`src/rtl/core/gchk_pkg.sv`:
```
// Shared types, constants and helper functions for the grid cell hash key unit.
// Used by gchk_div, gchk_dp, gchk_ctrl and grid_cell_hash_keys_unit.
package gchk_pkg;

    localparam int EDGE_W   = 48;           // signed Q32.16 edge
    localparam int CS_W     = EDGE_W - 1;   // cell size register width
    localparam int LIMIT_W  = 7;            // max cells register width
    localparam int SPAN_W   = EDGE_W + 1;   // cell index difference
    localparam int ZZ_W     = EDGE_W + 1;   // zigzag-mapped index
    localparam int HASH_W   = 64;
    localparam int KEY_W    = 63;
    localparam int MAX_RUN  = 64;
    localparam int N_EDGES  = 4;
    localparam int MUL_CHUNK = 16;
    localparam int MUL_STEPS = HASH_W / MUL_CHUNK;

    localparam logic [HASH_W-1:0] MIX_MUL  = 64'h9e3779b97f4a7c15;
    localparam logic [HASH_W-1:0] MIX_ADD  = 64'h517cc1b727220a95;
    // products for a zigzag step of +2, -1 and -2
    localparam logic [HASH_W-1:0] MUL_P2   = {MIX_MUL[HASH_W-2:0], 1'b0};
    localparam logic [HASH_W-1:0] MUL_M1   = ~MIX_MUL + 64'd1;
    localparam logic [HASH_W-1:0] MUL_M2   = ~MUL_P2 + 64'd1;
    localparam logic [HASH_W-1:0] INC_P2   = 64'd2;
    localparam logic [HASH_W-1:0] INC_M1   = {HASH_W{1'b1}};
    localparam logic [HASH_W-1:0] INC_M2   = {{(HASH_W-1){1'b1}}, 1'b0};

    typedef enum logic [1:0] {
        ST_OK       = 2'd0,
        ST_INVERTED = 2'd1,
        ST_TOO_MANY = 2'd2
    } t_status;

    typedef struct packed {
        logic    load;
        logic    div_start;
        logic    div_store;
        logic    span;
        logic    mul_clear;
        logic    mul_step;
        logic    row_init;
        logic    x_step;
        logic    row_next;
        logic    emit;
        logic    err_emit;
        t_status err_code;
    } t_dp_cmd;

    typedef struct packed {
        logic div_done;
        logic div_last;
        logic inverted;
        logic too_many;
        logic mul_last;
        logic x_end;
        logic y_end;
        logic out_free;
    } t_dp_stat;

    // 2v for v >= 0, 2(-v-1)+1 otherwise
    function automatic logic [ZZ_W-1:0] zigzag(input logic [EDGE_W-1:0] v);
        zigzag = {v ^ {EDGE_W{v[EDGE_W-1]}}, v[EDGE_W-1]};
    endfunction

endpackage

```
`src/rtl/core/gchk_div.sv`:
```
// Iterative floor divider: signed edge by unsigned cell size, one bit per cycle.
// Depends on gchk_pkg for widths.
module gchk_div (
    input  logic                          i_clk,
    input  logic                          i_rst_n,
    input  logic                          i_start,
    input  logic [gchk_pkg::EDGE_W-1:0]   i_dividend,
    input  logic [gchk_pkg::CS_W-1:0]     i_divisor,
    output logic                          o_done,
    output logic [gchk_pkg::EDGE_W-1:0]   o_quot
);
    import gchk_pkg::*;

    localparam int CNT_W = $clog2(EDGE_W);

    logic              r_busy, r_done, r_neg;
    logic [CNT_W-1:0]  r_cnt;
    logic [EDGE_W-1:0] r_rem, r_qm;
    logic [EDGE_W-1:0] rem_sh, dvs, rem_nx;
    logic              ge;

    assign rem_sh = {r_rem[EDGE_W-2:0], r_qm[EDGE_W-1]};
    assign dvs    = {1'b0, i_divisor};
    assign ge     = (rem_sh >= dvs);
    assign rem_nx = ge ? (rem_sh - dvs) : rem_sh;

    always_ff @(posedge i_clk) begin
        if (!i_rst_n) begin
            r_busy <= 1'b0;
            r_done <= 1'b0;
        end else begin
            r_done <= 1'b0;
            if (i_start) begin
                r_busy <= 1'b1;
            end else if (r_busy && r_cnt == CNT_W'(EDGE_W - 1)) begin
                r_busy <= 1'b0;
                r_done <= 1'b1;
            end
        end
    end

    always_ff @(posedge i_clk) begin
        if (i_start) begin
            r_neg <= i_dividend[EDGE_W-1];
            r_qm  <= i_dividend[EDGE_W-1] ? (~i_dividend + 1'b1) : i_dividend;
            r_rem <= '0;
            r_cnt <= '0;
        end else if (r_busy) begin
            r_rem <= rem_nx;
            r_qm  <= {r_qm[EDGE_W-2:0], ge};
            r_cnt <= r_cnt + 1'b1;
        end
    end

    // round toward minus infinity for negative dividends
    assign o_quot = !r_neg ? r_qm : ((|r_rem) ? ~r_qm : (~r_qm + 1'b1));
    assign o_done = r_done;

endmodule

```
`src/rtl/core/gchk_dp.sv`:
```
// Datapath: edge and cell registers, divider, span check, seed multiply,
// incremental hash mixing and the output register. Depends on gchk_pkg, gchk_div.
module gchk_dp (
    input  logic                            i_clk,
    input  logic                            i_rst_n,
    input  gchk_pkg::t_dp_cmd               i_cmd,
    output gchk_pkg::t_dp_stat              o_stat,
    input  logic [4*gchk_pkg::EDGE_W-1:0]   i_edges,
    input  logic [gchk_pkg::CS_W-1:0]       i_cell_len,
    input  logic [gchk_pkg::LIMIT_W-1:0]    i_limit,
    output logic                            o_out_valid,
    input  logic                            i_out_ready,
    output logic [gchk_pkg::KEY_W-1:0]      o_out_key,
    output logic                            o_out_last,
    output logic [1:0]                      o_out_status
);
    import gchk_pkg::*;

    localparam int IDX_W  = $clog2(N_EDGES);
    localparam int MCNT_W = $clog2(MUL_STEPS);
    localparam int SH_W   = $clog2(HASH_W);
    localparam int RUN_W  = $clog2(MAX_RUN);

    // edge order: min_x, min_y, max_x, max_y
    logic [EDGE_W-1:0] r_edge [N_EDGES];
    logic [EDGE_W-1:0] r_cell [N_EDGES];
    logic [IDX_W-1:0]  r_div_idx;
    logic [SPAN_W-1:0] r_dx, r_dy;
    logic [MCNT_W-1:0] r_mcnt;
    logic [HASH_W-1:0] r_acc, r_prod, r_ybase;
    logic [EDGE_W-1:0] r_x, r_y;
    logic              r_out_valid, r_out_last;
    logic [KEY_W-1:0]  r_out_key;
    t_status           r_out_status;

    logic [CS_W-1:0]   divisor;
    logic              div_done;
    logic [EDGE_W-1:0] div_quot;

    assign divisor = (i_cell_len == '0) ? CS_W'(1) : i_cell_len;

    gchk_div u_div (
        .i_clk      (i_clk),
        .i_rst_n    (i_rst_n),
        .i_start    (i_cmd.div_start),
        .i_dividend (r_edge[r_div_idx]),
        .i_divisor  (divisor),
        .o_done     (div_done),
        .o_quot     (div_quot)
    );

    // span limit check
    logic [LIMIT_W-1:0]   w_cnt, h_cnt, limit;
    logic [2*LIMIT_W-1:0] area;
    logic                 span_big;

    assign limit    = (i_limit > LIMIT_W'(MAX_RUN)) ? LIMIT_W'(MAX_RUN) : i_limit;
    assign w_cnt    = LIMIT_W'(r_dx[RUN_W-1:0]) + 1'b1;
    assign h_cnt    = LIMIT_W'(r_dy[RUN_W-1:0]) + 1'b1;
    assign area     = w_cnt * h_cnt;
    assign span_big = (|r_dx[SPAN_W-1:RUN_W]) || (|r_dy[SPAN_W-1:RUN_W]);

    // seed multiply: zigzag(cx0) * MIX_MUL, one 16-bit chunk per cycle
    logic [HASH_W-1:0]           ux0;
    logic [MUL_CHUNK-1:0]        chunk;
    logic [MUL_CHUNK+HASH_W-1:0] part;
    logic [SH_W-1:0]             shamt;

    assign ux0   = HASH_W'(zigzag(r_cell[0]));
    assign shamt = SH_W'(r_mcnt) * SH_W'(MUL_CHUNK);
    assign chunk = MUL_CHUNK'(ux0 >> shamt);
    assign part  = chunk * MIX_MUL;

    // hash of the current cell
    logic [HASH_W-1:0] ux, mix, key;
    assign ux  = HASH_W'(zigzag(r_x));
    assign mix = r_ybase + (ux << 6) + (ux >> 2);
    assign key = r_prod ^ mix;

    logic [HASH_W-1:0] prod_inc, yb_inc, yb_init;
    always_comb begin
        if (!r_x[EDGE_W-1]) begin
            prod_inc = MUL_P2;
        end else if (&r_x) begin
            prod_inc = MUL_M1;
        end else begin
            prod_inc = MUL_M2;
        end
        if (!r_y[EDGE_W-1]) begin
            yb_inc = INC_P2;
        end else if (&r_y) begin
            yb_inc = INC_M1;
        end else begin
            yb_inc = INC_M2;
        end
    end
    assign yb_init = HASH_W'(zigzag(r_cell[1])) + MIX_ADD;

    logic x_end, y_end;
    assign x_end = (r_x == r_cell[2]);
    assign y_end = (r_y == r_cell[3]);

    always_ff @(posedge i_clk) begin
        if (i_cmd.load) begin
            for (int i = 0; i < N_EDGES; i++) begin
                r_edge[i] <= i_edges[i*EDGE_W +: EDGE_W];
            end
            r_div_idx <= '0;
        end
        if (i_cmd.div_store) begin
            r_cell[r_div_idx] <= div_quot;
            r_div_idx         <= r_div_idx + 1'b1;
        end
        if (i_cmd.span) begin
            r_dx <= {r_cell[2][EDGE_W-1], r_cell[2]} - {r_cell[0][EDGE_W-1], r_cell[0]};
            r_dy <= {r_cell[3][EDGE_W-1], r_cell[3]} - {r_cell[1][EDGE_W-1], r_cell[1]};
        end
        if (i_cmd.mul_clear) begin
            r_acc   <= '0;
            r_mcnt  <= '0;
            r_y     <= r_cell[1];
            r_ybase <= yb_init;
        end
        if (i_cmd.mul_step) begin
            r_acc  <= r_acc + (part[HASH_W-1:0] << shamt);
            r_mcnt <= r_mcnt + 1'b1;
        end
        if (i_cmd.row_init || i_cmd.row_next) begin
            r_x    <= r_cell[0];
            r_prod <= r_acc;
        end
        if (i_cmd.row_next) begin
            r_y     <= r_y + 1'b1;
            r_ybase <= r_ybase + yb_inc;
        end
        if (i_cmd.x_step) begin
            r_x    <= r_x + 1'b1;
            r_prod <= r_prod + prod_inc;
        end
        if (i_cmd.emit) begin
            r_out_key    <= key[KEY_W-1:0];
            r_out_last   <= x_end && y_end;
            r_out_status <= ST_OK;
        end else if (i_cmd.err_emit) begin
            r_out_key    <= '0;
            r_out_last   <= 1'b1;
            r_out_status <= i_cmd.err_code;
        end
    end

    always_ff @(posedge i_clk) begin
        if (!i_rst_n) begin
            r_out_valid <= 1'b0;
        end else if (i_cmd.emit || i_cmd.err_emit) begin
            r_out_valid <= 1'b1;
        end else if (i_out_ready) begin
            r_out_valid <= 1'b0;
        end
    end

    assign o_stat.div_done = div_done;
    assign o_stat.div_last = (r_div_idx == IDX_W'(N_EDGES - 1));
    assign o_stat.inverted = r_dx[SPAN_W-1] || r_dy[SPAN_W-1];
    assign o_stat.too_many = span_big || (area > (2*LIMIT_W)'(limit));
    assign o_stat.mul_last = (r_mcnt == MCNT_W'(MUL_STEPS - 1));
    assign o_stat.x_end    = x_end;
    assign o_stat.y_end    = y_end;
    assign o_stat.out_free = !r_out_valid || i_out_ready;

    assign o_out_valid  = r_out_valid;
    assign o_out_key    = r_out_key;
    assign o_out_last   = r_out_last;
    assign o_out_status = r_out_status;

endmodule

```
`src/rtl/core/gchk_ctrl.sv`:
```
// Controller state machine: sequences divisions, checks, seed multiply and
// key emission. Depends on gchk_pkg for command and status structs.
module gchk_ctrl (
    input  logic                i_clk,
    input  logic                i_rst_n,
    input  logic                i_in_valid,
    output logic                o_in_ready,
    input  gchk_pkg::t_dp_stat  i_stat,
    output gchk_pkg::t_dp_cmd   o_cmd
);
    import gchk_pkg::*;

    typedef enum logic [8:0] {
        S_IDLE  = 9'b000000001,
        S_DLOAD = 9'b000000010,
        S_DIV   = 9'b000000100,
        S_SPAN  = 9'b000001000,
        S_LIMIT = 9'b000010000,
        S_MUL   = 9'b000100000,
        S_ROW   = 9'b001000000,
        S_EMIT  = 9'b010000000,
        S_ERR   = 9'b100000000
    } t_state;

    t_state  r_state, n_state;
    t_status r_err, n_err;

    always_ff @(posedge i_clk) begin
        if (!i_rst_n) begin
            r_state <= S_IDLE;
            r_err   <= ST_OK;
        end else begin
            r_state <= n_state;
            r_err   <= n_err;
        end
    end

    always_comb begin
        n_state      = r_state;
        n_err        = r_err;
        o_cmd        = '0;
        o_cmd.err_code = r_err;
        o_in_ready   = 1'b0;
        case (r_state)
            S_IDLE: begin
                o_in_ready = 1'b1;
                if (i_in_valid) begin
                    o_cmd.load = 1'b1;
                    n_state    = S_DLOAD;
                end
            end
            S_DLOAD: begin
                o_cmd.div_start = 1'b1;
                n_state         = S_DIV;
            end
            S_DIV: begin
                if (i_stat.div_done) begin
                    o_cmd.div_store = 1'b1;
                    n_state = i_stat.div_last ? S_SPAN : S_DLOAD;
                end
            end
            S_SPAN: begin
                o_cmd.span = 1'b1;
                n_state    = S_LIMIT;
            end
            S_LIMIT: begin
                // inverted range wins over the coverage limit
                if (i_stat.inverted) begin
                    n_err   = ST_INVERTED;
                    n_state = S_ERR;
                end else if (i_stat.too_many) begin
                    n_err   = ST_TOO_MANY;
                    n_state = S_ERR;
                end else begin
                    o_cmd.mul_clear = 1'b1;
                    n_state         = S_MUL;
                end
            end
            S_MUL: begin
                o_cmd.mul_step = 1'b1;
                if (i_stat.mul_last) begin
                    n_state = S_ROW;
                end
            end
            S_ROW: begin
                o_cmd.row_init = 1'b1;
                n_state        = S_EMIT;
            end
            S_EMIT: begin
                if (i_stat.out_free) begin
                    o_cmd.emit = 1'b1;
                    if (!i_stat.x_end) begin
                        o_cmd.x_step = 1'b1;
                    end else if (!i_stat.y_end) begin
                        o_cmd.row_next = 1'b1;
                    end else begin
                        n_state = S_IDLE;
                    end
                end
            end
            S_ERR: begin
                if (i_stat.out_free) begin
                    o_cmd.err_emit = 1'b1;
                    n_state        = S_IDLE;
                end
            end
            default: begin
                n_state = S_IDLE;
            end
        endcase
    end

endmodule

```
`src/rtl/core/grid_cell_hash_keys_unit.sv`:
```
// Grid cell hash keys: one rectangle in, one hash key per covered cell out.
// The four floor divisions run on the shared bit-serial divider, followed by
// the span and limit checks and the seed multiply before the first key.
// Throughput: one key per cycle while the output is taken; one rectangle at a
// time. Synchronous active-low reset clears control state and restores the
// cell size 256.0 and the limit 64.
module grid_cell_hash_keys_unit (
    input  logic         i_clk,
    input  logic         i_rst_n,
    // slave stream
    input  logic         s_axis_tvalid,
    output logic         s_axis_tready,
    input  logic [191:0] s_axis_tdata,   // min_x[47:0], min_y, max_x, max_y
    // master stream
    output logic         m_axis_tvalid,
    input  logic         m_axis_tready,
    output logic [63:0]  m_axis_tdata,   // cell_key[62:0], zero pad
    output logic         m_axis_tlast,
    output logic [1:0]   m_axis_tuser,   // status[1:0]
    // configuration port
    input  logic         psel,
    input  logic         penable,
    input  logic         pwrite,
    input  logic [3:0]   paddr,
    input  logic [63:0]  pwdata,
    output logic [63:0]  prdata,
    output logic         pready
);
    import gchk_pkg::*;

    localparam logic REG_CELL_LEN  = 1'b0;
    localparam logic REG_MAX_CELLS = 1'b1;

    logic [CS_W-1:0]    r_cell_len;
    logic [LIMIT_W-1:0] r_max_cells;
    logic               wr_en;

    assign pready = 1'b1;
    assign wr_en  = psel && penable && pwrite && pready;

    always_ff @(posedge i_clk) begin
        if (!i_rst_n) begin
            r_cell_len  <= CS_W'(64'd16777216);
            r_max_cells <= LIMIT_W'(MAX_RUN);
        end else if (wr_en) begin
            if (paddr[3] == REG_CELL_LEN) begin
                r_cell_len <= pwdata[CS_W-1:0];
            end else begin
                r_max_cells <= pwdata[LIMIT_W-1:0];
            end
        end
    end

    always_comb begin
        case (paddr[3])
            REG_CELL_LEN:  prdata = 64'(r_cell_len);
            REG_MAX_CELLS: prdata = 64'(r_max_cells);
            default:       prdata = '0;
        endcase
    end

    t_dp_cmd    cmd;
    t_dp_stat   stat;
    logic [KEY_W-1:0] out_key;

    gchk_ctrl u_ctrl (
        .i_clk      (i_clk),
        .i_rst_n    (i_rst_n),
        .i_in_valid (s_axis_tvalid),
        .o_in_ready (s_axis_tready),
        .i_stat     (stat),
        .o_cmd      (cmd)
    );

    gchk_dp u_dp (
        .i_clk        (i_clk),
        .i_rst_n      (i_rst_n),
        .i_cmd        (cmd),
        .o_stat       (stat),
        .i_edges      (s_axis_tdata),
        .i_cell_len   (r_cell_len),
        .i_limit      (r_max_cells),
        .o_out_valid  (m_axis_tvalid),
        .i_out_ready  (m_axis_tready),
        .o_out_key    (out_key),
        .o_out_last   (m_axis_tlast),
        .o_out_status (m_axis_tuser)
    );

    assign m_axis_tdata = {1'b0, out_key};

endmodule
```
`config.mk`:
```
export PLATFORM = sky130hd
export DESIGN_NAME = grid_cell_hash_keys_unit
export DESIGN_NICKNAME = d
export VERILOG_FILES = /design/src/rtl/core/gchk_pkg.sv /design/src/rtl/core/gchk_div.sv /design/src/rtl/core/gchk_dp.sv /design/src/rtl/core/gchk_ctrl.sv /design/src/rtl/core/grid_cell_hash_keys_unit.sv
export SDC_FILE = /design/constraint.sdc
export NUM_CORES = 2
export LEC_CHECK = 0
export BUFFER_PORTS_ARGS = -buffer_cell sky130_fd_sc_hd__buf_2
export CORE_MARGIN = 2
export CORE_UTILIZATION = 58
export CTS_CLUSTER_DIAMETER = 30
export DETAILED_ROUTE_END_ITERATION = 10
export PLACE_DENSITY = 0.82
export SETUP_SLACK_MARGIN = 0.15
export SYNTH_ARGS = -nofsm -noshare
export SYNTH_HDL_FRONTEND = slang
export SYNTH_HIERARCHICAL = 1
export SYNTH_SLANG_ARGS = --single-unit
```
`constraint.sdc`:
```
create_clock -name i_clk -period 9.8 [get_ports i_clk]
set_input_delay 0.98 -clock i_clk [delete_from_list [all_inputs] [get_ports i_clk]]
set_output_delay 0.98 -clock i_clk [all_outputs]
set_load 0.03 [all_outputs]
```
==> impl_summary.md <==
Logic synthesis
The async set-reset flop share out of synthesis is 0%. The count of different cell masters after synthesis is around 120. After technology mapping, the gate count stands at between 8000 and 9000. The sequential area share after synthesis is between 30% and 40%. Yosys printed 6 warnings. The predominant post-synthesis flop cell is sky130_fd_sc_hd__edfxtp_1. The combined area of all synthesized cells is about 85000 um^2.

The post-synthesis sequential element count is 1010. Counting flops with a built-in enable in the synthesized netlist gives around 900. In the post-synthesis netlist, the biggest area contributors are sky130_fd_sc_hd__edfxtp_1 31%, sky130_fd_sc_hd__ha_1 9.9%, sky130_fd_sc_hd__fa_1 9.0%. The mean area per synthesized cell is around 9.8 um^2. The top cell type by total area after synthesis is sky130_fd_sc_hd__edfxtp_1. The synthesized design devotes to its leading area cell type a little under a third of total area.

STA
After layout, the worst path uses 99.92% of the clock period. Clock skew on the completed layout was measured at ~0.14 ns. Across all hold checks on the routed design, the worst slack comes to 0.2433 ns. The count of endpoints failing hold in the final timing report is 0.

The final setup violation count is 0. The final-report max-slew violation count was 14. The final period demand of the worst path is between 9 and 10 ns. The actual slew at the worst max-slew pin is around 1.6 ns. Setup repair after global routing could not meet its margin everywhere. The achievable clock frequency is 0.1021 GHz. The worst-case headroom to the max-slew limit is -7.404%.

Clocking
CTS placed an instance of sky130_fd_sc_hd__clkbuf_16 at the clock tree root. Buffers inserted to repair hold after CTS numbered 0. TritonCTS created 223 clock buffers. Clock-pin slew was measured on the worst setup and hold paths at about 0.060 ns. The number of H-tree branching levels is 4.

The CTS tree is done. In this run the deepest clock path goes through 3 buffers. For this design, the sink count on the clock tree is 1010. The clock reaches the later pin of the worst-skew pair after slightly above 0.9 ns.

Floorplanning
The site row count is 140. The area of the placeable core is roughly 150000 um^2. The die outline area is 148800 um^2. The die is between 300 and 400 um tall. The number of I/O pins is approximately 400. For this configuration, the core starts out at a cell density of 58.22%. Measured along the x axis, the die boundary spans roughly 390 um.

Worst setup path
The highest net fanout along the worst path is 13. The end of the worst register-to-register path is u_dp/r_acc[60]$_SDFFCE_PN0P_. The startpoint identified for the worst register-to-register timing path is u_dp/r_mcnt[0]$_SDFFCE_PN0P_.

STA puts the critical path data required time at approximately 10 ns. In this design, the stage delay of the slowest critical-path cell is 0.63 ns. The endpoint class of the critical path is a register.

The classification of the worst setup path is register to register. For flop-to-flop paths, the worst setup slack is around 0.0076 ns. The cell at the slowest stage of the critical path is sky130_fd_sc_hd__fa_2. Among the stages of the critical path, the cell type that occurs most often is sky130_fd_sc_hd__fa_1. The critical path ends at u_dp/r_acc[60]$_SDFFCE_PN0P_. Counting cells, the worst reg-to-reg path comes to between 40 and 50.

STA classifies the critical path startpoint as a register. STA puts the critical path data arrival time at a little over 10 ns. In this run the worst setup path begins at u_dp/r_mcnt[0]$_SDFFCE_PN0P_.

Power and ir drop
The power per standard cell area is around 160 nW/um^2. The worst ir drop on vdd is 0.2122 mV. In this run the static leakage power is approximately 42 nW.

The final total power is 15.63 mW.

Routing
Dividing the detail-routed wire length by the instance count gives 23.92 um. The remaining design rule violation count is 0. The remaining antenna violation count is 0. The via count normalized by instance count is 6.224. The pre-antenna-repair detailed-routing pass consisted of 7 iterations.

After detailed routing, the total wire length is ~270 mm. The detailed router finished its first iteration with 8048 violations. The overall via count from detail_route is approximately 70000.

Final layout
For this run, the post-layout net count is 10520. The library cell used most frequently in the layout, excluding fill and tap cells, is sky130_fd_sc_hd__inv_1. Fill cells in the final layout number between 10000 and 15000. In the layout the commonest cells are 903 x sky130_fd_sc_hd__inv_1, 884 x sky130_fd_sc_hd__edfxtp_1, 690 x sky130_fd_sc_hd__a21oi_1, 659 x sky130_fd_sc_hd__ha_1, 551 x sky130_fd_sc_hd__nand2_1.

The signed area change from the synthesized netlist to the final layout is 16.18%. The fraction of layout cells with a size suffix above 1 is between 10% and 20%. The post-layout utilization of the core is 67.64%.

Place
Buffers placed on the I/O ports in this run total around 360. Routability-driven placement finished with a final weighted congestion of about 1.1. The half-perimeter wire length after placement is approximately 210 mm.

Run status
The flow ran to the end, but the final reports show violations. The final reports fail on capacitance limit, slew limit.

Run
The number of maximum-capacitance violations is 3.

GRT
The number of global-route vias before repair is 69460. The initial antenna violation count is 17. The pin count of the biggest net entering global routing is ~170. The total global routing overflow is 0. The wire length of the first global-routing pass is approximately 410 mm. Global routing used between 30 and 40% of the available tracks.

Min path
The worst hold path class is input pin to register.
-- how the worst min path moves through the flow --
stage | from | end | cells past startpoint
3_5_place_dp | r_max_cells[0]$_SDFFE_PN0P_ | r_max_cells[0]$_SDFFE_PN0P_ | 2
3_3_place_gp | r_max_cells[0]$_SDFFE_PN0P_ | r_max_cells[0]$_SDFFE_PN0P_ | 2
2_1_floorplan | u_dp/u_div/r_rem[47]$_SDFFE_PP0P_ | u_dp/u_div/r_rem[47]$_SDFFE_PP0P_ | 2
6_report | s_axis_tdata[127] | u_dp/r_edge[2][31]$_DFFE_PP_ | 1
4_1_cts | s_axis_tdata[127] | u_dp/r_edge[2][31]$_DFFE_PP_ | 1
5_1_grt | s_axis_tdata[28] | u_dp/r_edge[0][28]$_DFFE_PP_ | 1
-- cell families after synthesis --
family                   after synthesis  share of synthesized area (%)
other                                  2                       0.008883
AO/OA/AOI/OAI                       1992                          15.13
multiplexers                         224                          3.478
AND/OR/NAND/NOR                     2151                          12.66
flip-flops                          1010                          34.38
adder cells (fa/ha/maj)             1050                          18.93
buffers and inverters               1298                          5.957
XOR/XNOR                             913                          9.458
-- stage by stage --
stage | cells | setup slack, ns | area [um^2] | setup TNS, ns
2_1_floorplan | 8657 | 0.1885 | 84730 | 0
3_3_place_gp | 10880 | -0.08501 | 89890 | -0.1522
3_5_place_dp | 10880 | -0.1251 | 89890 | -0.2973
4_1_cts | 11300 | 0.1543 | 97760 | 0
5_1_grt | 11320 | -0.3631 | 98220 | -1.531
6_report | 11320 | 0.007627 | 98230 | 0
-- routing by layer --
layer  share of wire, %  vias to the layer above  track usage (%)
met5              0.043                        -           0.2274
met4                6.8                       12            21.54
met3                 10                      871            7.110
met2                 45                     4139            56.14
met1                 39                    33740            46.48
li1                   -                    31710                -
-- worst max-delay path, delay by kind of cell (launching register included) --
kind	cells	cell delay, ns
adders and majority gates	8	3.45
xor gates and xnor gates	3	0.37
and+or+nand+nor	3	0.42
buffers and inverters	7	0.96
DFF	1	0.43
muxes	2	0.30
AOI/OAI and AO/OA	18	3.61
-- layout make-up --
type / count / area, um^2 / area share, %
Multi-Input combinational cell: 6349 / 51090 / 52.02
Sequential cell: 1010 / 29070 / 29.60
Clock buffer: 255 / 5741 / 5.844
Timing Repair Buffer: 699 / 4432 / 4.512
Inverter: 917 / 3446 / 3.508
Tap cell: 1917 / 2399 / 2.442
Clock inverter: 165 / 2014 / 2.051
Antenna cell: 11 / 27.53 / 0.02802
-- registers in the layout, summed over array words and instances, names as in the netlist, 6 cells and up, named ones only --
name	count
u_dp/u_div/r_cnt	6
u_dp/o_out_key	63
u_dp/r_x	48
u_dp/r_y	48
r_cell_len	47
u_ctrl/r_state	9
u_dp/u_div/r_qm	48
u_dp/r_prod	63
u_dp/r_cell	192
u_dp/r_acc	63
r_max_cells	7
u_dp/r_edge	192
u_dp/u_div/r_rem	48
u_dp/r_dx	49
u_dp/r_dy	49
u_dp/r_ybase	63
-- Yosys cell counts (all sizes together), types with 153 or more instances --
master and n:
nand2 551, nand3 153, xor2 410, clkbuf 300, and2 161, ha 668, xnor2 503, fa 382
a21o 256, nor2 541, inv 913, o21ai 333, a21oi 719, edfxtp 884
-- power breakdown --
| group | switching, mW | internal, mW | leakage, nW |
|---|---|---|---|
| Combinational | 1.77 | 1.03 | 29.0 |
| Sequential | 0.240 | 5.04 | 8.93 |
| Clock | 2.60 | 4.96 | 3.67 |
-- timing repair --
| item | CTS | global route |
|---|---|---|
| buffers inserted | 3 | 11 |
| endpoints found under the setup margin | 9 | 27 |
| gates resized for setup | 19 | 76 |
| pin swaps | 7 | 22 |
No activity file was read; power rests on OpenSTA's default activity.
